**config.mk**
```make
export PLATFORM = sky130hd
export DESIGN_NAME = keypad_code_lock_controller
export DESIGN_NICKNAME = d
export VERILOG_FILES = /design/src/sv/klc_pkg.sv /design/src/sv/keypad_code_lock_controller.sv
export SDC_FILE = /design/constraint.sdc
export NUM_CORES = 1
export LEC_CHECK = 0
export BUFFER_PORTS_ARGS = -buffer_cell sky130_fd_sc_hd__buf_2
export CORE_ASPECT_RATIO = 2
export CORE_MARGIN = 3
export CORE_UTILIZATION = 61
export DETAILED_ROUTE_END_ITERATION = 8
export PLACE_DENSITY = 0.82
export SYNTH_ARGS = -nofsm -noshare
export SYNTH_HDL_FRONTEND = slang
export SYNTH_SLANG_ARGS = --single-unit
```
**constraint.sdc**
```tcl
create_clock -name clk_i -period 14.5 [get_ports clk_i]
set_input_delay 0 -clock clk_i [delete_from_list [all_inputs] [get_ports clk_i]]
set_output_delay 0 -clock clk_i [all_outputs]
set_load 0.02 [all_outputs]
```
**src/sv/klc_pkg.sv**
```systemverilog
// shared types and constants of the keypad code lock controller
package klc_pkg;

  // operating modes of the lock
  typedef enum logic [2:0] {
    MODE_ENTRY   = 3'd0,
    MODE_OPEN    = 3'd1,
    MODE_LOCKOUT = 3'd2,
    MODE_OLD     = 3'd3,
    MODE_NEW     = 3'd4
  } mode_e;

  // event reported with each result
  typedef enum logic [3:0] {
    EV_NONE         = 4'd0,
    EV_DIGIT        = 4'd1,
    EV_ERASED       = 4'd2,
    EV_OPENED       = 4'd3,
    EV_WRONG        = 4'd4,
    EV_LOCKED       = 4'd5,
    EV_LOCKOUT      = 4'd6,
    EV_LOCKOUT_OVER = 4'd7,
    EV_RESET_MODE   = 4'd8,
    EV_OLD_OK       = 4'd9,
    EV_CHANGED      = 4'd10,
    EV_OLD_WRONG    = 4'd11
  } event_e;

  // request kinds on the input channel
  typedef enum logic [1:0] {
    CMD_KEY       = 2'd0,
    CMD_LONG_STAR = 2'd1,
    CMD_TICK      = 2'd2,
    CMD_UNUSED    = 2'd3
  } cmd_e;

  // key codes
  localparam logic [3:0] KEY_DIGIT_MAX = 4'd9;
  localparam logic [3:0] KEY_STAR      = 4'd10;
  localparam logic [3:0] KEY_HASH      = 4'd11;

  // configuration register indexes (byte address is 4 * index)
  typedef enum logic [1:0] {
    REG_MAX_WRONG     = 2'd0,
    REG_LOCKOUT_TICKS = 2'd1,
    REG_OPEN_TICKS    = 2'd2,
    REG_NONE          = 2'd3
  } reg_e;

  localparam int          CFG_ADDR_W         = 4;
  localparam logic [2:0]  MAX_WRONG_RST      = 3'd3;
  localparam logic [3:0]  LOCKOUT_TICKS_RST  = 4'd10;
  localparam logic [3:0]  OPEN_TICKS_RST     = 4'd10;

  // factory code 1382, remaining stored digits reset to zero
  localparam int          RST_CODE_LEN = 4;
  localparam logic [3:0]  RST_CODE [RST_CODE_LEN] = '{4'd1, 4'd3, 4'd8, 4'd2};

endpackage

```
**src/sv/keypad_code_lock_controller.sv**
```systemverilog
// keypad code lock controller top level
//
// Takes decoded keypad requests (digit, star submit, hash erase or lock), long
// star presses and timer ticks, and answers every request with exactly one
// result: an event code plus a snapshot of the lock state (door, mode, digits
// entered, ticks left, wrong tries). A request is held in an input register
// and processed once the result register is free, by one pass of logic that
// updates the state and loads the result register, so one request per cycle
// is sustained while out_stall_i is low; a request passes through the input
// register and then the result register. The result register holds a result
// while out_stall_i is high; one more request waits in the input register
// meanwhile. The code check compares the entered digits against the stored
// code in parallel. The stored code resets to 1382. Registers on the
// APB-style port (byte addresses): 0x0 max_wrong, 0x4 lockout_ticks, 0x8
// open_ticks; write them only while no request is in flight.
module keypad_code_lock_controller #(
  parameter int MAX_DIGITS = 16
) (
  input  logic                                 clk_i,
  input  logic                                 rst_ni,
  // request channel
  input  logic                                 in_valid_i,
  output logic                                 in_stall_o,
  input  logic [1:0]                           cmd_i,
  input  logic [3:0]                           key_code_i,
  // result channel
  output logic                                 out_valid_o,
  input  logic                                 out_stall_i,
  output logic [3:0]                           event_res_o,
  output logic                                 door_open_o,
  output logic [2:0]                           mode_o,
  output logic [$clog2(MAX_DIGITS+1)-1:0]      entry_length_o,
  output logic [3:0]                           countdown_o,
  output logic [2:0]                           wrong_count_o,
  // configuration port
  input  logic                                 psel,
  input  logic                                 penable,
  input  logic                                 pwrite,
  input  logic [klc_pkg::CFG_ADDR_W-1:0]       paddr,
  input  logic [31:0]                          pwdata,
  output logic [31:0]                          prdata,
  output logic                                 pready
);

  localparam int CNT_W = $clog2(MAX_DIGITS + 1);
  localparam int IDX_W = $clog2(MAX_DIGITS);
  localparam logic [CNT_W-1:0] CNT_MAX = CNT_W'(MAX_DIGITS);

  // configuration registers
  logic [2:0] max_wrong_q;
  logic [3:0] lockout_ticks_q;
  logic [3:0] open_ticks_q;
  klc_pkg::reg_e cfg_idx;
  logic       cfg_wr;

  // input register
  logic       s1_valid_q;
  logic [1:0] cmd_q;
  logic [3:0] key_q;
  logic       in_accept;

  // result register
  logic              out_valid_q;
  klc_pkg::event_e   event_q, event_d;
  logic              adv;    // result register free or being taken
  logic              fire;   // request processed this cycle

  // lock state
  klc_pkg::mode_e    mode_q, mode_d;
  logic [3:0]        stored_q [MAX_DIGITS];
  logic [3:0]        stored_d [MAX_DIGITS];
  logic [CNT_W-1:0]  stored_len_q, stored_len_d;
  logic [3:0]        entry_q [MAX_DIGITS];
  logic [3:0]        entry_d [MAX_DIGITS];
  logic [CNT_W-1:0]  cnt_q, cnt_d;
  logic [2:0]        wrong_q, wrong_d;
  logic [3:0]        ticks_q, ticks_d;

  // entry with the incoming digit written, and what a submit compares
  logic [3:0]        ent_wr  [MAX_DIGITS];
  logic [3:0]        sub_arr [MAX_DIGITS];
  logic [CNT_W-1:0]  cnt_inc;
  logic [CNT_W-1:0]  sub_cnt;
  logic              is_digit;
  logic              match;
  logic              do_sub;
  logic [2:0]        wrong_inc;

  // ---------------------------------------------------------------------------
  // configuration port: zero wait states, reads return the register value
  // ---------------------------------------------------------------------------
  assign pready  = 1'b1;
  assign cfg_idx = klc_pkg::reg_e'(paddr[3:2]);
  assign cfg_wr  = psel && penable && pwrite && pready;

  always_ff @(posedge clk_i or negedge rst_ni) begin
    if (!rst_ni) begin
      max_wrong_q     <= klc_pkg::MAX_WRONG_RST;
      lockout_ticks_q <= klc_pkg::LOCKOUT_TICKS_RST;
      open_ticks_q    <= klc_pkg::OPEN_TICKS_RST;
    end else if (cfg_wr) begin
      case (cfg_idx)
        klc_pkg::REG_MAX_WRONG:     max_wrong_q     <= pwdata[2:0];
        klc_pkg::REG_LOCKOUT_TICKS: lockout_ticks_q <= pwdata[3:0];
        klc_pkg::REG_OPEN_TICKS:    open_ticks_q    <= pwdata[3:0];
        default: ;
      endcase
    end
  end

  always_comb begin
    case (cfg_idx)
      klc_pkg::REG_MAX_WRONG:     prdata = {29'd0, max_wrong_q};
      klc_pkg::REG_LOCKOUT_TICKS: prdata = {28'd0, lockout_ticks_q};
      klc_pkg::REG_OPEN_TICKS:    prdata = {28'd0, open_ticks_q};
      default:                    prdata = 32'd0;
    endcase
  end

  // ---------------------------------------------------------------------------
  // handshake: while out_stall_i is low, the input register feeds the result register one request per cycle
  // ---------------------------------------------------------------------------
  assign adv        = !out_valid_q || !out_stall_i;
  assign in_stall_o = s1_valid_q && !adv;
  assign in_accept  = in_valid_i && !in_stall_o;
  assign fire       = s1_valid_q && adv;

  always_ff @(posedge clk_i or negedge rst_ni) begin
    if (!rst_ni) begin
      s1_valid_q  <= 1'b0;
      out_valid_q <= 1'b0;
    end else begin
      if (!in_stall_o) s1_valid_q <= in_valid_i;
      if (adv)         out_valid_q <= s1_valid_q;
    end
  end

  always_ff @(posedge clk_i) begin
    if (in_accept) begin
      cmd_q <= cmd_i;
      key_q <= key_code_i;
    end
    if (fire) event_q <= event_d;
  end

  // ---------------------------------------------------------------------------
  // entry buffer write and code compare
  // ---------------------------------------------------------------------------
  assign cnt_inc  = cnt_q + CNT_W'(1);
  assign is_digit = (klc_pkg::cmd_e'(cmd_q) == klc_pkg::CMD_KEY) &&
                    (key_q <= klc_pkg::KEY_DIGIT_MAX);

  always_comb begin
    for (int k = 0; k < MAX_DIGITS; k++) begin
      if ((cnt_q < CNT_MAX) && (cnt_q[IDX_W-1:0] == IDX_W'(k))) ent_wr[k] = key_q;
      else                                                      ent_wr[k] = entry_q[k];
    end
  end

  // a digit that fills the buffer submits the buffer including itself
  always_comb begin
    for (int k = 0; k < MAX_DIGITS; k++) begin
      sub_arr[k] = is_digit ? ent_wr[k] : entry_q[k];
    end
    sub_cnt = is_digit ? cnt_inc : cnt_q;
  end

  always_comb begin
    match = (sub_cnt == stored_len_q);
    for (int k = 0; k < MAX_DIGITS; k++) begin
      if ((CNT_W'(k) < sub_cnt) && (sub_arr[k] != stored_q[k])) match = 1'b0;
    end
  end

  assign wrong_inc = wrong_q + 3'd1;

  // ---------------------------------------------------------------------------
  // state update for one request
  // ---------------------------------------------------------------------------
  always_comb begin
    mode_d       = mode_q;
    stored_d     = stored_q;
    stored_len_d = stored_len_q;
    entry_d      = entry_q;
    cnt_d        = cnt_q;
    wrong_d      = wrong_q;
    ticks_d      = ticks_q;
    event_d      = klc_pkg::EV_NONE;
    do_sub       = 1'b0;

    case (klc_pkg::cmd_e'(cmd_q))
      klc_pkg::CMD_KEY: begin
        if (mode_q == klc_pkg::MODE_OPEN) begin
          // only hash acts while open: lock the door
          if (key_q == klc_pkg::KEY_HASH) begin
            mode_d  = klc_pkg::MODE_ENTRY;
            ticks_d = 4'd0;
            cnt_d   = '0;
            event_d = klc_pkg::EV_LOCKED;
          end
        end else if (mode_q != klc_pkg::MODE_LOCKOUT) begin
          if (key_q <= klc_pkg::KEY_DIGIT_MAX) begin
            entry_d = ent_wr;
            cnt_d   = cnt_inc;
            if (cnt_inc >= CNT_MAX) do_sub = 1'b1;
            else                    event_d = klc_pkg::EV_DIGIT;
          end else if (key_q == klc_pkg::KEY_STAR) begin
            do_sub = 1'b1;
          end else if (key_q == klc_pkg::KEY_HASH) begin
            // backspace, ignored on an empty entry
            if (cnt_q != '0) begin
              cnt_d   = cnt_q - CNT_W'(1);
              event_d = klc_pkg::EV_ERASED;
            end
          end
        end
      end
      klc_pkg::CMD_LONG_STAR: begin
        if ((mode_q == klc_pkg::MODE_ENTRY) && (cnt_q == '0)) begin
          mode_d  = klc_pkg::MODE_OLD;
          wrong_d = 3'd0;
          event_d = klc_pkg::EV_RESET_MODE;
        end else if ((mode_q == klc_pkg::MODE_ENTRY) || (mode_q == klc_pkg::MODE_OLD) ||
                     (mode_q == klc_pkg::MODE_NEW)) begin
          do_sub = 1'b1;
        end
      end
      klc_pkg::CMD_TICK: begin
        if ((mode_q == klc_pkg::MODE_OPEN) || (mode_q == klc_pkg::MODE_LOCKOUT)) begin
          if (ticks_q <= 4'd1) begin
            event_d = (mode_q == klc_pkg::MODE_OPEN) ? klc_pkg::EV_LOCKED
                                                     : klc_pkg::EV_LOCKOUT_OVER;
            ticks_d = 4'd0;
            mode_d  = klc_pkg::MODE_ENTRY;
            cnt_d   = '0;
          end else begin
            ticks_d = ticks_q - 4'd1;
          end
        end
      end
      default: ;
    endcase

    // submit of the entry; every submit empties the buffer
    if (do_sub) begin
      cnt_d = '0;
      case (mode_q)
        klc_pkg::MODE_ENTRY: begin
          if (match) begin
            wrong_d = 3'd0;
            mode_d  = klc_pkg::MODE_OPEN;
            ticks_d = open_ticks_q;
            event_d = klc_pkg::EV_OPENED;
          end else if (wrong_inc >= max_wrong_q) begin
            wrong_d = 3'd0;
            mode_d  = klc_pkg::MODE_LOCKOUT;
            ticks_d = lockout_ticks_q;
            event_d = klc_pkg::EV_LOCKOUT;
          end else begin
            wrong_d = wrong_inc;
            event_d = klc_pkg::EV_WRONG;
          end
        end
        klc_pkg::MODE_OLD: begin
          mode_d  = match ? klc_pkg::MODE_NEW : klc_pkg::MODE_ENTRY;
          event_d = match ? klc_pkg::EV_OLD_OK : klc_pkg::EV_OLD_WRONG;
        end
        klc_pkg::MODE_NEW: begin
          // take the entry as the new code, unused digits cleared
          for (int k = 0; k < MAX_DIGITS; k++) begin
            stored_d[k] = (CNT_W'(k) < sub_cnt) ? sub_arr[k] : 4'd0;
          end
          stored_len_d = sub_cnt;
          mode_d       = klc_pkg::MODE_ENTRY;
          event_d      = klc_pkg::EV_CHANGED;
        end
        default: ;
      endcase
    end
  end

  always_ff @(posedge clk_i or negedge rst_ni) begin
    if (!rst_ni) begin
      mode_q       <= klc_pkg::MODE_ENTRY;
      stored_len_q <= CNT_W'(klc_pkg::RST_CODE_LEN);
      cnt_q        <= '0;
      wrong_q      <= 3'd0;
      ticks_q      <= 4'd0;
      for (int k = 0; k < MAX_DIGITS; k++) begin
        stored_q[k] <= (k < klc_pkg::RST_CODE_LEN) ?
                       klc_pkg::RST_CODE[k % klc_pkg::RST_CODE_LEN] : 4'd0;
      end
    end else if (fire) begin
      mode_q       <= mode_d;
      stored_q     <= stored_d;
      stored_len_q <= stored_len_d;
      cnt_q        <= cnt_d;
      wrong_q      <= wrong_d;
      ticks_q      <= ticks_d;
    end
  end

  // entry digits are not reset, only ever read below the fill count
  always_ff @(posedge clk_i) begin
    if (fire) entry_q <= entry_d;
  end

  // result fields: event register plus state snapshot, held while stalled
  assign out_valid_o    = out_valid_q;
  assign event_res_o    = event_q;
  assign door_open_o    = (mode_q == klc_pkg::MODE_OPEN);
  assign mode_o         = mode_q;
  assign entry_length_o = cnt_q;
  assign countdown_o    = ticks_q;
  assign wrong_count_o  = wrong_q;

endmodule

```
[Word-level counts from Yosys, hierarchy flattened]
Index checks and enable logic that the tools add are counted.
Word-level totals
  flip-flop bits (word level): 171
  bits of input ports: 49
  output and inout bits: 55
Cells by class
  add/subtract/negate cells: 4
  $lt $le $gt $ge: 21
  equal/unequal tests: 50
  mux-type cells: 129
  bitwise gates (word level): 1
  reductions and logical operators: 60
Operators with widths (number)
  two-way mux 4 bit: 61
  inequality test 4 bit: 16
  two-way mux 3 bit: 19
  two-way mux 5 bit: 11
  == test 4 bit, second input constant: 10
  less-than comparator 4 x 5 -> 1 bit, first input constant: 8
  logical AND 1 bit: 39
  case mux 4 bit (3 select lines): 3
  two-way mux 1 bit: 24
  less-than comparator 3 x 5 -> 1 bit, first input constant: 4
  case mux 3 bit (3 select lines): 2
  == test 4 x 3 -> 1 bit, second input constant: 4
  two-way mux 2 bit: 6
  less-than comparator 1 x 5 -> 1 bit, first input constant: 2
  less-than comparator 2 x 5 -> 1 bit, first input constant: 2
  case mux 5 bit (2 select lines): 1
  AND reduction 9 bit: 1
  == test 4 x 2 -> 1 bit, second input constant: 2
  inequality test 4 x 3 -> 1 bit, second input constant: 2
  case mux 4 bit (2 select lines): 1
  == test 3 x 2 -> 1 bit, second input constant: 2
  inequality test 3 bit, second input constant: 2
  AND reduction 2 bit: 3
  adder 5 x 1 -> 5 bit, second input constant: 1
  30 further kinds: 39

[Longest topological paths before layout]
Gate-level depths: netlist of run 1.
  depth after elaboration: 25
  gate-level depth with buffers: 19
  gate-level depth less buffers: 13

[Worst setup path after synthesis of run 1]
OpenSTA, ideal clock, no wires.
  path type: reg2reg
  start: reg key_q[2]
  end: reg entry_q[0] (netlist bit) (enable)
  library setup time: 565 ps
  arrival time: 5537 ps
  data required time: 13935 ps
  path slack: 8398 ps
  cell stages (with the launch flop): 6
  path buffers: 2
  path through: edfxtp_1 -> buf_4 -> o21ai_4 -> nand2_1 -> clkbuf_1 -> nor3_1
On the way
  word-level cells in the longest chain between the ends: 2
RTL lines
  from (decl): RTL line keypad_code_lock_controller.sv:59  | logic [3:0] key_q;
  from (signal assigned): RTL line keypad_code_lock_controller.sv:141  | key_q <= key_code_i;
  <= comparator 4 bit: RTL line keypad_code_lock_controller.sv:202  | if (key_q <= klc_pkg::KEY_DIGIT_MAX) begin
  AND reduction 5 bit (no source line)
  to (signal assigned): RTL line keypad_code_lock_controller.sv:305  | if (fire) entry_q <= entry_d;
  to (decl): RTL line keypad_code_lock_controller.sv:73  | logic [3:0] entry_q [MAX_DIGITS];
Every way passes these cells.
A chain may end at the register's enable or synchronous reset.

[Worst setup path after layout of run 1]
  start: reg cnt_q[0], in the netlist entry_length_o[0]
  end: reg ticks_q[2], in the netlist countdown_o[2]
On the way
  word-level cells in the longest chain between the ends: 25
  elaborated cells between the ends (all ways): 144
RTL lines
  from (decl): RTL line keypad_code_lock_controller.sv:75  | logic [CNT_W-1:0] cnt_q, cnt_d;
  from (signal assigned): RTL line keypad_code_lock_controller.sv:297  | cnt_q <= cnt_d;
  branches (longest 24 deep; another with adder 5 x 1 -> 5 bit)
  two-way mux 4 bit *: RTL line keypad_code_lock_controller.sv:245  | if (do_sub) begin
  to (signal assigned): RTL line keypad_code_lock_controller.sv:299  | ticks_q <= ticks_d;
  to (decl): RTL line keypad_code_lock_controller.sv:77  | logic [3:0] ticks_q, ticks_d;
Every way passes the cells marked *.

==> results of run 1 <==
[worst min path at each step]
stage | to | cells past startpoint
after global routing | max_wrong_q[1]$_DFFE_PN1P_ | 3
after detailed placement | stored_q[63]$_DFFE_PN0P_ | 1
after CTS | max_wrong_q[2]$_DFFE_PN0P_ | 4
final | max_wrong_q[2]$_DFFE_PN0P_ | 4
after global placement | stored_q[62]$_DFFE_PN0P_ | 1
after floorplan | countdown_o[0]$_DFFE_PN0P_ | 0
[power breakdown]
group	switching (W)	total (W)	leakage, nW	internal [W]
Combinational	0.000486	0.000764	2.85	0.000278
Clock	0.000198	0.000439	0.274	0.000241
Sequential	0.000108	0.000729	1.93	0.000621
Total	0.000792	0.00193	5.06	0.00114
[cell families (layout without fill, tap and decap cells)]
group	count (synthesis)	in the layout
AO/OA/AOI/OAI	244	244
XOR/XNOR	79	79
adder cells (fa/ha/maj)	12	12
buffers and inverters	129	138
flip-flops	171	171
multiplexers	95	95
other	2	29
AND/OR/NAND/NOR	379	379
[worst max-delay path, stage by stage, from the launching register on]
cell and delay [ns]:
sky130_fd_sc_hd__dfrtp_1 0.77, sky130_fd_sc_hd__ha_1 0.57, sky130_fd_sc_hd__nand2_2 0.18, sky130_fd_sc_hd__nor2_1 0.12, sky130_fd_sc_hd__ha_1 0.41, sky130_fd_sc_hd__or3b_1 0.52, sky130_fd_sc_hd__nor4_1 0.22, sky130_fd_sc_hd__a211oi_1 0.15
sky130_fd_sc_hd__o21ai_0 0.69, sky130_fd_sc_hd__a31oi_1 0.15, sky130_fd_sc_hd__nor4_2 0.35, sky130_fd_sc_hd__nand4_4 0.33, sky130_fd_sc_hd__and3_1 0.25, sky130_fd_sc_hd__or3_1 0.35
[per-layer routing]
metal  vias up  share of wire, %  wire (um)
met1      4361                33       9744
met3       143               5.9       1720
met5         -                 0          0
li1       4032                 -          -
met2       494                54      15830
met4         0               7.0       2042
[cell usage after synthesis (15+ instances only)]
| library cell | n |
|---|---|
| sky130_fd_sc_hd__nand3_1 | 24 |
| sky130_fd_sc_hd__xnor2_1 | 24 |
| sky130_fd_sc_hd__inv_1 | 28 |
| sky130_fd_sc_hd__clkbuf_1 | 38 |
| sky130_fd_sc_hd__buf_2 | 17 |
| sky130_fd_sc_hd__nor2_1 | 46 |
| sky130_fd_sc_hd__edfxtp_1 | 74 |
| sky130_fd_sc_hd__mux2_2 | 40 |
| sky130_fd_sc_hd__a21oi_1 | 30 |
| sky130_fd_sc_hd__o31ai_1 | 59 |
| sky130_fd_sc_hd__nand2_1 | 179 |
| sky130_fd_sc_hd__nand4_1 | 15 |
| sky130_fd_sc_hd__dfrtp_1 | 85 |
| sky130_fd_sc_hd__nor3_1 | 23 |
| sky130_fd_sc_hd__mux2i_1 | 55 |
| sky130_fd_sc_hd__buf_4 | 37 |
| sky130_fd_sc_hd__o21ai_0 | 69 |
| sky130_fd_sc_hd__xor2_1 | 55 |
[cell type report]
cell class,count,area (um^2)
Fill cell,1349,5600
Clock inverter,10,76.32
Tap cell,210,262.8
Timing Repair Buffer,77,508.0
Sequential cell,171,4664
Multi-Input combinational cell,838,5650
Inverter,29,108.9
Clock buffer,22,485.5
[registers in the layout, indices dropped and copies added, names as in the netlist]
| register | cells |
|---|---|
| out_valid_o | 1 |
| key_q | 4 |
| entry_length_o | 5 |
| stored_q | 64 |
| countdown_o | 4 |
| max_wrong_q | 3 |
| mode_o | 3 |
| stored_len_q | 5 |
| open_ticks_q | 4 |
| event_res_o | 4 |
| entry_q | 64 |
| s1_valid_q | 1 |
| lockout_ticks_q | 4 |
| cmd_q | 2 |
| wrong_count_o | 3 |
[per-stage QoR]
step | cells | area [um^2] | util, %
detailed placement | 1310 | 11040 | 63.63
global placement | 1310 | 11040 | 63.63
CTS | 1357 | 11760 | 67.73
finish | 1357 | 11760 | 67.73
floorplan | 1138 | 10960 | -
global route | 1357 | 11760 | 67.73
[what timing repair did]
item,in CTS,in global routing
hold buffers,15,0
setup endpoints to repair,0,0
buffers inserted,0,0
endpoints found under the hold margin,50,0
==> metrics, run 1 <==
number of buffers created by CTS 17; worst reg2reg path startpoint entry_length_o[0]$_DFFE_PN0P_; IO Pins 104; sum of negative setup slack 0 ns; clock sink count 171; area share of fa/ha/maj cells after synthesis 1.383%; largest fanout on the critical path 18; share of cells above drive strength 1 16.13%; Worst Clk Skew 0.01182 ns; register area share after synthesis 42.97%; class of the worst hold path in -> reg; ratio of total power to cell area 164.3 nW/um^2; maximum root-to-sink buffer count 2; Post-route DRC 0; RSZ-0062 raised after global routing false; Design Power 0.001932 W; number of endpoints failing setup at the final stage 0; most utilized layer in the global route result met2; global-route usage over all layers 30.67%; final hold violation count 0; sort of element at the end of the critical path register; post-detailed-route count of antenna-violating nets 0; static leakage 5.058 nW; Post-Place Setup Slack 9.457 ns; post-synthesis compound-gate area fraction 15.24%; row count 68; Pins Over Slew Limit 0; sort of element at the start of the critical path register; drt via density 6.654; number of distinct library cells after synthesis 82; most frequent cells in the layout sky130_fd_sc_hd__nand2_1 (179), sky130_fd_sc_hd__dfrtp_1 (85), sky130_fd_sc_hd__edfxtp_1 (74); simple-gate share of the synthesized area 18.67%; synth top area cells sky130_fd_sc_hd__edfxtp_1 (20%), sky130_fd_sc_hd__dfrtp_1 (20%), sky130_fd_sc_hd__nand2_1 (6.2%); clock slew at reported path FFs 0.07 ns; reg2reg path depth 13; Slew headroom 20.41%; combinational family with the most area after synthesis simple AND/OR/NAND/NOR gates; initial drt markers 870; wire length of the first global-routing pass 46780 um; Worst setup startpoint entry_length_o[0]$_DFFE_PN0P_; layout net count 1195; Clock Latency Late Sink 0.43 ns; Final min period 5.185 ns; highest clock frequency the design can meet 0.1929 GHz; met1 capacity usage during global routing 32.04%; FF+latch count, synth 171; capturing instance or port of the critical path countdown_o[2]$_DFFE_PN0P_; library cell with the largest summed area after synthesis sky130_fd_sc_hd__edfxtp_1; vias in the first global route 9093; start-to-end type of the worst setup path reg -> reg; dominant synthesized flop cell sky130_fd_sc_hd__dfrtp_1; result of the run finished, final reports clean; clock tree from TritonCTS done; transition time of the tightest slew-check pin 1.194 ns; end of the worst register-to-register path countdown_o[2]$_DFFE_PN0P_; worst hold-check slack 0.01931 ns; Die Span Y 194.7 um; starting utilization of the core area 62.54%; final wirelength 29340 um; fin crit share 35.76%; number of enable-type register cells in the synthesized netlist 74; IR Drop Worst-Case VDD 0.0001332 V; Wirelength per Cell 21.62 um; flop2flop setup slack 9.32 ns; detailed-router iteration count before antenna repair 6; least setup slack across all paths after layout 9.315 ns; asr flop ratio synth 56.73%; met3 GRT Util 4.167%; H-Tree Level Count 4; xor and xnor fraction of the mapped netlist area 6.374%; Total Die Area 19530 um^2; GP Congestion 0.9303; vias after detailed routing 9030; total inserted antenna cells 0; GR met2 Demand/Resource 55.49%; Yosys Warn Count 0; Chip Width 100.3 um; hold wc startpoint paddr[3]; maximum number of pins on one net before global-route repair 118; antenna violations before repair 0; count of input and output buffers 44; post-CTS sizing 0; Post-Synthesis Cell Area 10860 um^2; most common cell after layout, fill and taps aside sky130_fd_sc_hd__nand2_1; Data arrival, critical path 5.50 ns; synthesized netlist cell count 1111; max-cap viol count 0; per-instance average area after synthesis 9.771 um^2; global route overflow 0; core region area 17360 um^2; Detail Placement HPWL 19020 um; mux share of post-synthesis cell area 9.221%; area growth from synthesis to layout 8.299%; post-synth top area share 20.47%; required arrival time at the worst endpoint 14.82 ns; clock tree root driver cell sky130_fd_sc_hd__clkbuf_16
(Power assumes the default switching activity.)
==> inputs of run 2 (changes only) <==
--- a/config.mk
+++ b/config.mk
@@ -8,9 +8,9 @@
 export BUFFER_PORTS_ARGS = -buffer_cell sky130_fd_sc_hd__buf_2
 export CORE_ASPECT_RATIO = 2
 export CORE_MARGIN = 3
-export CORE_UTILIZATION = 61
+export CORE_UTILIZATION = 60
 export DETAILED_ROUTE_END_ITERATION = 8
-export PLACE_DENSITY = 0.82
+export PLACE_DENSITY = 0.81
 export SYNTH_ARGS = -nofsm -noshare
 export SYNTH_HDL_FRONTEND = slang
 export SYNTH_SLANG_ARGS = --single-unit
==> constraint.sdc (replaced) <==
create_clock -name clk_i -period 5.3 [get_ports clk_i]
set_input_delay 0 -clock clk_i [delete_from_list [all_inputs] [get_ports clk_i]]
set_output_delay 0 -clock clk_i [all_outputs]
set_load 0.02 [all_outputs]
==> run 2 against run 1 <==
Compared with the run above: sequential cell count unchanged; wire length about the same; sequential power rose to 2.7 times the previous value; register-to-register slack got worse by 8.7 ns; hold slack improved by 0.034 ns; largest power group unchanged; combinational power grew to 2.8 times the previous value; sequential share of layout area is 0.59 points lower; via count decreased by 1.1%; clock-buffer cell count fell by 5; maximum frequency grew 11%; clock power rose to 3.0 times the previous value; global-route usage hardly changed.
==> metrics, run 2 (synthesis results as in run 1) <==
most frequent cells in the layout sky130_fd_sc_hd__nand2_1 (179), sky130_fd_sc_hd__dfrtp_1 (85), sky130_fd_sc_hd__edfxtp_1 (74); reg2reg path depth 14 (+1); worst reg2reg path startpoint entry_length_o[1]$_DFFE_PN0P_; most common cell after layout, fill and taps aside sky130_fd_sc_hd__nand2_1; Data arrival, critical path 5.00 ns (-0.50 ns); hold wc startpoint paddr[3]; maximum number of pins on one net before global-route repair 137 (+16%); post-CTS setup buffer count 0 (unchanged); GP Congestion 0.9656 (+3.8%); Worst setup startpoint entry_length_o[1]$_DFFE_PN0P_; result of the run finished, final reports clean; vias in the first global route 9032 (-0.67%); post-detailed-route count of antenna-violating nets 0 (unchanged); Hold EP max_wrong_q[1]$_DFFE_PN1P_; Detail Placement HPWL 20180 um (+6.1%); post-CTS sizing 0 (unchanged); max-cap viol count 0 (unchanged); wire length of the first global-routing pass 46890 um (+0.22%); global route overflow 0 (unchanged); Worst Clk Skew 0.007273 ns (-0.004545 ns); Wirelength per Cell 21.39 um (-1.1%); starting utilization of the core area 61.04% (-1.5 points); worst hold path stage count 3 (-1); global-route usage over all layers 30.67% (about the same); Total Die Area 19840 um^2 (+1.6%); end of the worst register-to-register path countdown_o[2]$_DFFE_PN0P_; area growth from synthesis to layout 9.935%; maximum root-to-sink buffer count 2 (unchanged); count of fill cells added during filler insertion 1338 (-0.82%); Largest stage delay, worst path 0.59 ns (-0.18 ns); clock sink count 171 (unchanged); detailed-router iteration count before antenna repair 6 (unchanged); number of buffers created by CTS 17 (unchanged); total inserted antenna cells 0 (unchanged); transition time of the tightest slew-check pin 0.9839 ns (-0.2099 ns); sum of negative setup slack 0 ns (unchanged); Final min period 4.678 ns (-0.5071 ns); Design Power 0.005422 W (+180%); Pins Over Slew Limit 0 (unchanged); number of endpoints failing setup at the final stage 0 (unchanged); area used by sequential logic in the layout 4664 um^2 (unchanged); share of cells above drive strength 1 16.93% (+0.80 points); core region area 17780 um^2 (+2.5%); clock tree root driver cell sky130_fd_sc_hd__clkbuf_16; highest clock frequency the design can meet 0.2138 GHz (+11%); final wirelength 29320 um (about the same); largest fanout on the critical path 18 (unchanged); Die Span Y 196.2 um (+0.80%); Chip Width 101.1 um (+0.78%); class of the worst hold path in -> reg; Post-route DRC 0 (unchanged); ratio of total power to cell area 454.4 nW/um^2 (+180%); IO Pins 104 (unchanged); H-Tree Level Count 4 (unchanged); Slew headroom 32.71% (+12 points); sort of element at the end of the critical path register; multi-input logic area 5657 um^2 (+0.11%); clock tree from TritonCTS done; start-to-end type of the worst setup path reg -> reg; row count 69 (+1.5%); flop2flop setup slack 0.62 ns (-8.69 ns); final hold violation count 0 (unchanged); initial drt markers 922 (+6.0%); worst hold-check slack 0.05297 ns (+0.03367 ns); antenna violations before repair 0 (unchanged); registers with the most flip-flops entry_q x64, stored_q x64; drt via density 6.516 (-2.1%); sort of element at the start of the critical path register; layout net count 1206 (+0.92%); count of input and output buffers 44 (unchanged); static leakage 5.147 nW (+1.8%); vias after detailed routing 8933 (-1.1%); fin crit share 88.26% (+52 points); required arrival time at the worst endpoint 5.62 ns (-9.20 ns); clock slew at reported path FFs 0.07 ns (about the same); Clock Latency Late Sink 0.44 ns (about the same); cell-by-cell trace of the critical path ha_1 -> nand2_2 -> nor2_1 -> ha_1 -> or3b_1 -> nor3_1 -> a211oi_1 -> buf_4 -> o32ai_1 -> o2111ai_1 -> a221oi_2 -> nand4_4 -> and3_1 -> or3_1; post-cts hold buffer count 17 (+2); IR Drop Worst-Case VDD 0.0003228 V (+140%); RSZ-0062 raised after global routing false; Critical Path Slowest Stage Cell sky130_fd_sc_hd__dfrtp_1; most frequent CP cell sky130_fd_sc_hd__ha_1
run 2: cell count changes in the layout (fill, tap and decap cells not counted), sizes merged, moves of 2 or more:
cell	delta
buf	+9
clkinvlp	-2
dlygate4sd3	+2
bufinv	+2
clkbuf	-5
clkinv	+4
run 2: worst max-delay path by stage:
stage	endpoint	slack [ns]	cells after the start
CTS	countdown_o[2]$_DFFE_PN0P_	0.71	13
detailed placement	countdown_o[2]$_DFFE_PN0P_	0.74	13
floorplan	entry_q[0]$_DFFE_PP_	1.16	5
global route	countdown_o[2]$_DFFE_PN0P_	0.34	13
global placement	countdown_o[2]$_DFFE_PN0P_	0.84	13
finish	countdown_o[2]$_DFFE_PN0P_	0.62	14
run 2: final cells by class:
class,count,area share (%)
Sequential cell,171,39.09
Clock inverter,15,1.709
Inverter,29,0.9121
Multi-Input combinational cell,838,47.40
Timing Repair Buffer,88,5.095
Tap cell,213,2.233
Clock buffer,17,3.565
run 2: stage by stage:
step	instances	area (um^2)	setup WS (ns)	util (%)
after floorplan	1138	10960	1.160	-
after global placement	1322	11130	0.8393	62.61
after detailed placement	1322	11130	0.7426	62.61
after CTS	1371	11930	0.7074	67.10
after global routing	1371	11930	0.3434	67.10
final	1371	11930	0.6224	67.10
run 2: critical path: cells and delay by family (launching register included):
kind | cells | cell delay, ns
AO/OA/AOI/OAI | 4 | 0.92
flip-flops | 1 | 0.59
buffers and inverters | 1 | 0.21
AND/OR/NAND/NOR | 7 | 1.97
adder cells (fa/ha/maj) | 2 | 0.85
run 2: layer usage:
layer	vias to the layer above	wire [um]	global-route usage, %
li1	4059	-	-
met1	4329	10200	32.25
met2	396	15410	53.67
met3	149	1410	4.982
met4	0	2302	21.99
met5	-	0	0
run 2: report_power, final:
part / total [W] / leakage [nW] / switching (W) / internal (W)
combinational: 0.00212 / 2.91 / 0.00134 / 0.000783
clock: 0.00133 / 0.307 / 0.000606 / 0.000724
sequential: 0.00197 / 1.93 / 0.000275 / 0.00170
total: 0.00542 / 5.15 / 0.00222 / 0.00321
==> inputs of run 3 (changes only) <==
--- a/config.mk
+++ b/config.mk
@@ -5,12 +5,13 @@
 export SDC_FILE = /design/constraint.sdc
 export NUM_CORES = 1
 export LEC_CHECK = 0
+export ABC_AREA = 1
 export BUFFER_PORTS_ARGS = -buffer_cell sky130_fd_sc_hd__buf_2
 export CORE_ASPECT_RATIO = 2
 export CORE_MARGIN = 3
-export CORE_UTILIZATION = 60
+export CORE_UTILIZATION = 61
 export DETAILED_ROUTE_END_ITERATION = 8
-export PLACE_DENSITY = 0.81
+export PLACE_DENSITY = 0.82
 export SYNTH_ARGS = -nofsm -noshare
 export SYNTH_HDL_FRONTEND = slang
 export SYNTH_SLANG_ARGS = --single-unit
==> run 3 against run 2 <==
Compared with the run above: clock power fell by 9%; setup slack improved by 0.44 ns; hold slack improved by 0.030 ns; wire length rose by 9.4%; clock-buffer cell count rose by 1; register-to-register slack improved by 0.44 ns; first-iteration DRC count rose by 3.0%; sequential power fell by 17%; sequential cell count did not move; critical path type unchanged; critical endpoint is now event_res_o[0]$_DFFE_PP_.
==> metrics, run 3 <==
Chip Width 102.3 um (+1.1%); clock slew at reported path FFs 0.07 ns (about the same); buffers and inverters on the worst path 2 (+1); Final min period 4.243 ns (-0.4351 ns); number of placed instances, taps included 1863 (+41%); global route overflow 0 (unchanged); largest fanout on the critical path 29 (+11); number of buffers created by CTS 17 (unchanged); Clock Latency Late Sink 0.44 ns (about the same); multi-input logic area 5503 um^2 (-2.7%); row count 69 (unchanged); count of input and output buffers 44 (unchanged); vias after detailed routing 11000 (+23%); Die Span Y 198.5 um (+1.2%); Post-Synthesis Cell Area 11310 um^2 (+4.2%); detailed-router iteration count before antenna repair 6 (unchanged); highest clock frequency the design can meet 0.2357 GHz (+10%); GP Congestion 0.9394 (-2.7%); Post-route DRC 0 (unchanged); global-route usage over all layers 32.89% (+2.2 points); Post-Layout Inst Area 12290 um^2 (+3.0%); most frequent cells in the layout sky130_fd_sc_hd__nand2_1 (671), sky130_fd_sc_hd__inv_1 (199), sky130_fd_sc_hd__nand3_1 (191); drt via density 5.756 (-12%); synth top area cells sky130_fd_sc_hd__nand2_1 (22%), sky130_fd_sc_hd__edfxtp_1 (20%), sky130_fd_sc_hd__dfrtp_1 (19%); count of fill cells added during filler insertion 1551 (+16%); Data arrival, critical path 4.40 ns (-0.60 ns); maximum number of pins on one net before global-route repair 65 (-53%); post-synth top area share 22.28% (+1.8 points); sort of element at the end of the critical path register; area used by sequential logic in the layout 4664 um^2 (unchanged); Detail Placement HPWL 22410 um (+11%); fraction of power consumed by combinational cells 41.3% (+2.2 points); transition time of the tightest slew-check pin 1.008 ns (+0.02444 ns); H-Tree Level Count 4 (unchanged); IR Drop Worst-Case VDD 0.0003935 V (+22%); start-to-end type of the worst setup path reg -> reg; vias in the first global route 10960 (+21%); cell area after placement 11580 um^2 (+4.0%); class of the worst hold path in -> reg; registers with the most flip-flops entry_q x64, stored_q x64; final wirelength 32080 um (+9.4%); area growth from synthesis to layout 8.719%; worst hold-check slack 0.08345 ns (+0.03048 ns); clock tree from TritonCTS done; part of the total power dissipated in the clock network 25.0% (+0.5 points); total inserted antenna cells 0 (unchanged); result of the run finished, final reports clean; Slew headroom 32.48% (-0.23 points); post-CTS sizing 0 (unchanged); internal cell power 0.002678 W (-16%); ratio of total power to cell area 395.0 nW/um^2 (-13%); most common cell after layout, fill and taps aside sky130_fd_sc_hd__nand2_1; post-CTS setup buffer count 0 (unchanged); per-instance average area after synthesis 6.911 um^2 (-29%); synthesized netlist cell count 1636 (+47%); maximum root-to-sink buffer count 2 (unchanged); starting utilization of the core area 62.97% (+1.9 points); dominant synthesized flop cell sky130_fd_sc_hd__dfrtp_1; Critical Path Slowest Stage Cell sky130_fd_sc_hd__edfxtp_1; RSZ-0062 raised after global routing false; number of enable-type register cells in the synthesized netlist 74 (unchanged); register area share after synthesis 41.25% (-1.7 points); Worst Clk Skew 0.01075 ns (+0.003475 ns); fin crit share 80.05% (-8.2 points); post-cts hold buffer count 16 (-1); Pins Over Slew Limit 0 (unchanged); Largest stage delay, worst path 0.73 ns (+0.14 ns); asr flop ratio synth 56.73% (unchanged); cell-by-cell trace of the critical path inv_2 -> nor2_4 -> nor2_4 -> buf_4 -> nand3_1 -> nand3_1 -> nand2_1 -> nor2_1 -> nand2_1 -> nand2_1 -> nand2_1 -> nor2_1 -> nand2_2 -> nor2_8 -> nand3_1 -> o311ai_0; FF+latch count, synth 171 (unchanged); antenna violations before repair 0 (unchanged); max-cap viol count 0 (unchanged); wire length of the first global-routing pass 51970 um (+11%); IO Pins 104 (unchanged); post-detailed-route count of antenna-violating nets 0 (unchanged); share of total power consumed by net switching 44.84% (+4.0 points); most used standard cell by instance count after synthesis sky130_fd_sc_hd__nand2_1; Largest delay share family, worst path simple AND/OR/NAND/NOR gates; Wirelength per Cell 16.79 um (-21%); clock sink count 171 (unchanged); Yosys Warn Count 0 (unchanged); power spent charging and discharging nets 0.002177 W (-1.8%); sort of element at the start of the critical path register; number of endpoints failing setup at the final stage 0 (unchanged); initial drt markers 950 (+3.0%); final hold violation count 0 (unchanged); core region area 17960 um^2 (+0.97%); library cell with the largest summed area after synthesis sky130_fd_sc_hd__nand2_1; static leakage 6.426 nW (+25%); required arrival time at the worst endpoint 5.46 ns (-0.16 ns); most frequent CP cell sky130_fd_sc_hd__nand2_1; share of cells above drive strength 1 8.127% (-8.8 points); number of standard cells in the final layout excluding fillers 1911 (+39%); layout net count 1746 (+45%); end-of-flow core utilization 68.46% (+1.4 points); number of distinct library cells after synthesis 44 (-46%); Total Die Area 20300 um^2 (+2.3%); clock tree root driver cell sky130_fd_sc_hd__clkbuf_16; Flop pwr share 33.7% (-2.7 points); sum of negative setup slack 0 ns (unchanged); most frequent cells after synthesis sky130_fd_sc_hd__nand2_1 (671), sky130_fd_sc_hd__inv_1 (199), sky130_fd_sc_hd__nand3_1 (191), sky130_fd_sc_hd__dfrtp_1 (85), sky130_fd_sc_hd__nor2_1 (80)
run 3: worst paths after layout:
path	start	to	slack, ns	cells past startpoint
worst max-delay path	key_q[3]$_DFFE_PP_	event_res_o[0]$_DFFE_PP_	1.06	16
worst min-delay path	penable	max_wrong_q[0]$_DFFE_PN1P_	0.08	4
worst max register to register	key_q[3]$_DFFE_PP_	event_res_o[0]$_DFFE_PP_	1.06	16
worst min register to register	s1_valid_q$_DFFE_PN0N_	out_valid_o$_DFFE_PN0N_	0.47	2
max in group asynchronous	rst_ni	stored_q[39]$_DFFE_PN0P_	4.00	3
min in group asynchronous	rst_ni	stored_q[12]$_DFFE_PN0P_	0.14	2
run 3: logic make-up (layout without fill, tap and decap cells):
logic type	after synthesis	after routing	synth area share, %
flops	171	171	41.25
other cells	2	29	0.06642
compound gates	157	157	8.211
simple gates	1004	1004	37.42
mux	1	1	0.09958
buf+inv	282	317	11.08
fa+ha+maj	12	12	1.328
xor+xnor	7	7	0.5422
run 3: metrics by stage:
| stage | setup WS, ns | total power, W |
|---|---|---|
| after global placement | 1.244 | 0.003566 |
| final | 1.057 | 0.004855 |
| after CTS | 1.167 | 0.004830 |
| after detailed placement | 1.214 | 0.003606 |
| after global routing | 0.8888 | 0.005130 |
| after floorplan | 0.8845 | 0.003006 |
run 3: cell type report:
cell class / instances / share of cell area (%)
sequential: 171 / 37.94
clock inverter: 14 / 1.008
clock buffer: 18 / 3.491
multi-input combinational: 1210 / 44.76
inverter: 208 / 6.372
timing repair buffer: 77 / 4.254
tap: 213 / 2.168
run 3: power groups by stage:
stage	Sequential [W]	Clock, W	Combinational [W]
2_1_floorplan	0.00167	0	0.00134
3_3_place_gp	0.00165	0	0.00191
3_5_place_dp	0.00166	0	0.00195
4_1_cts	0.00163	0.00123	0.00197
5_1_grt	0.00165	0.00128	0.00220
6_report	0.00164	0.00121	0.00201
run 3: worst min-delay path: stages:
cell,delay [ns]
sky130_fd_sc_hd__buf_2,0.09
sky130_fd_sc_hd__and3_1,0.16
sky130_fd_sc_hd__nand2_1,0.15
sky130_fd_sc_hd__o21ai_0,0.10
run 3: per-layer routing:
layer	up-vias	wire length [um]	track usage [%]
li1	5294	-	-
met4	0	2044	20.97
met5	-	0	0
met1	5065	11090	35.65
met3	146	1816	4.703
met2	495	17130	58.41
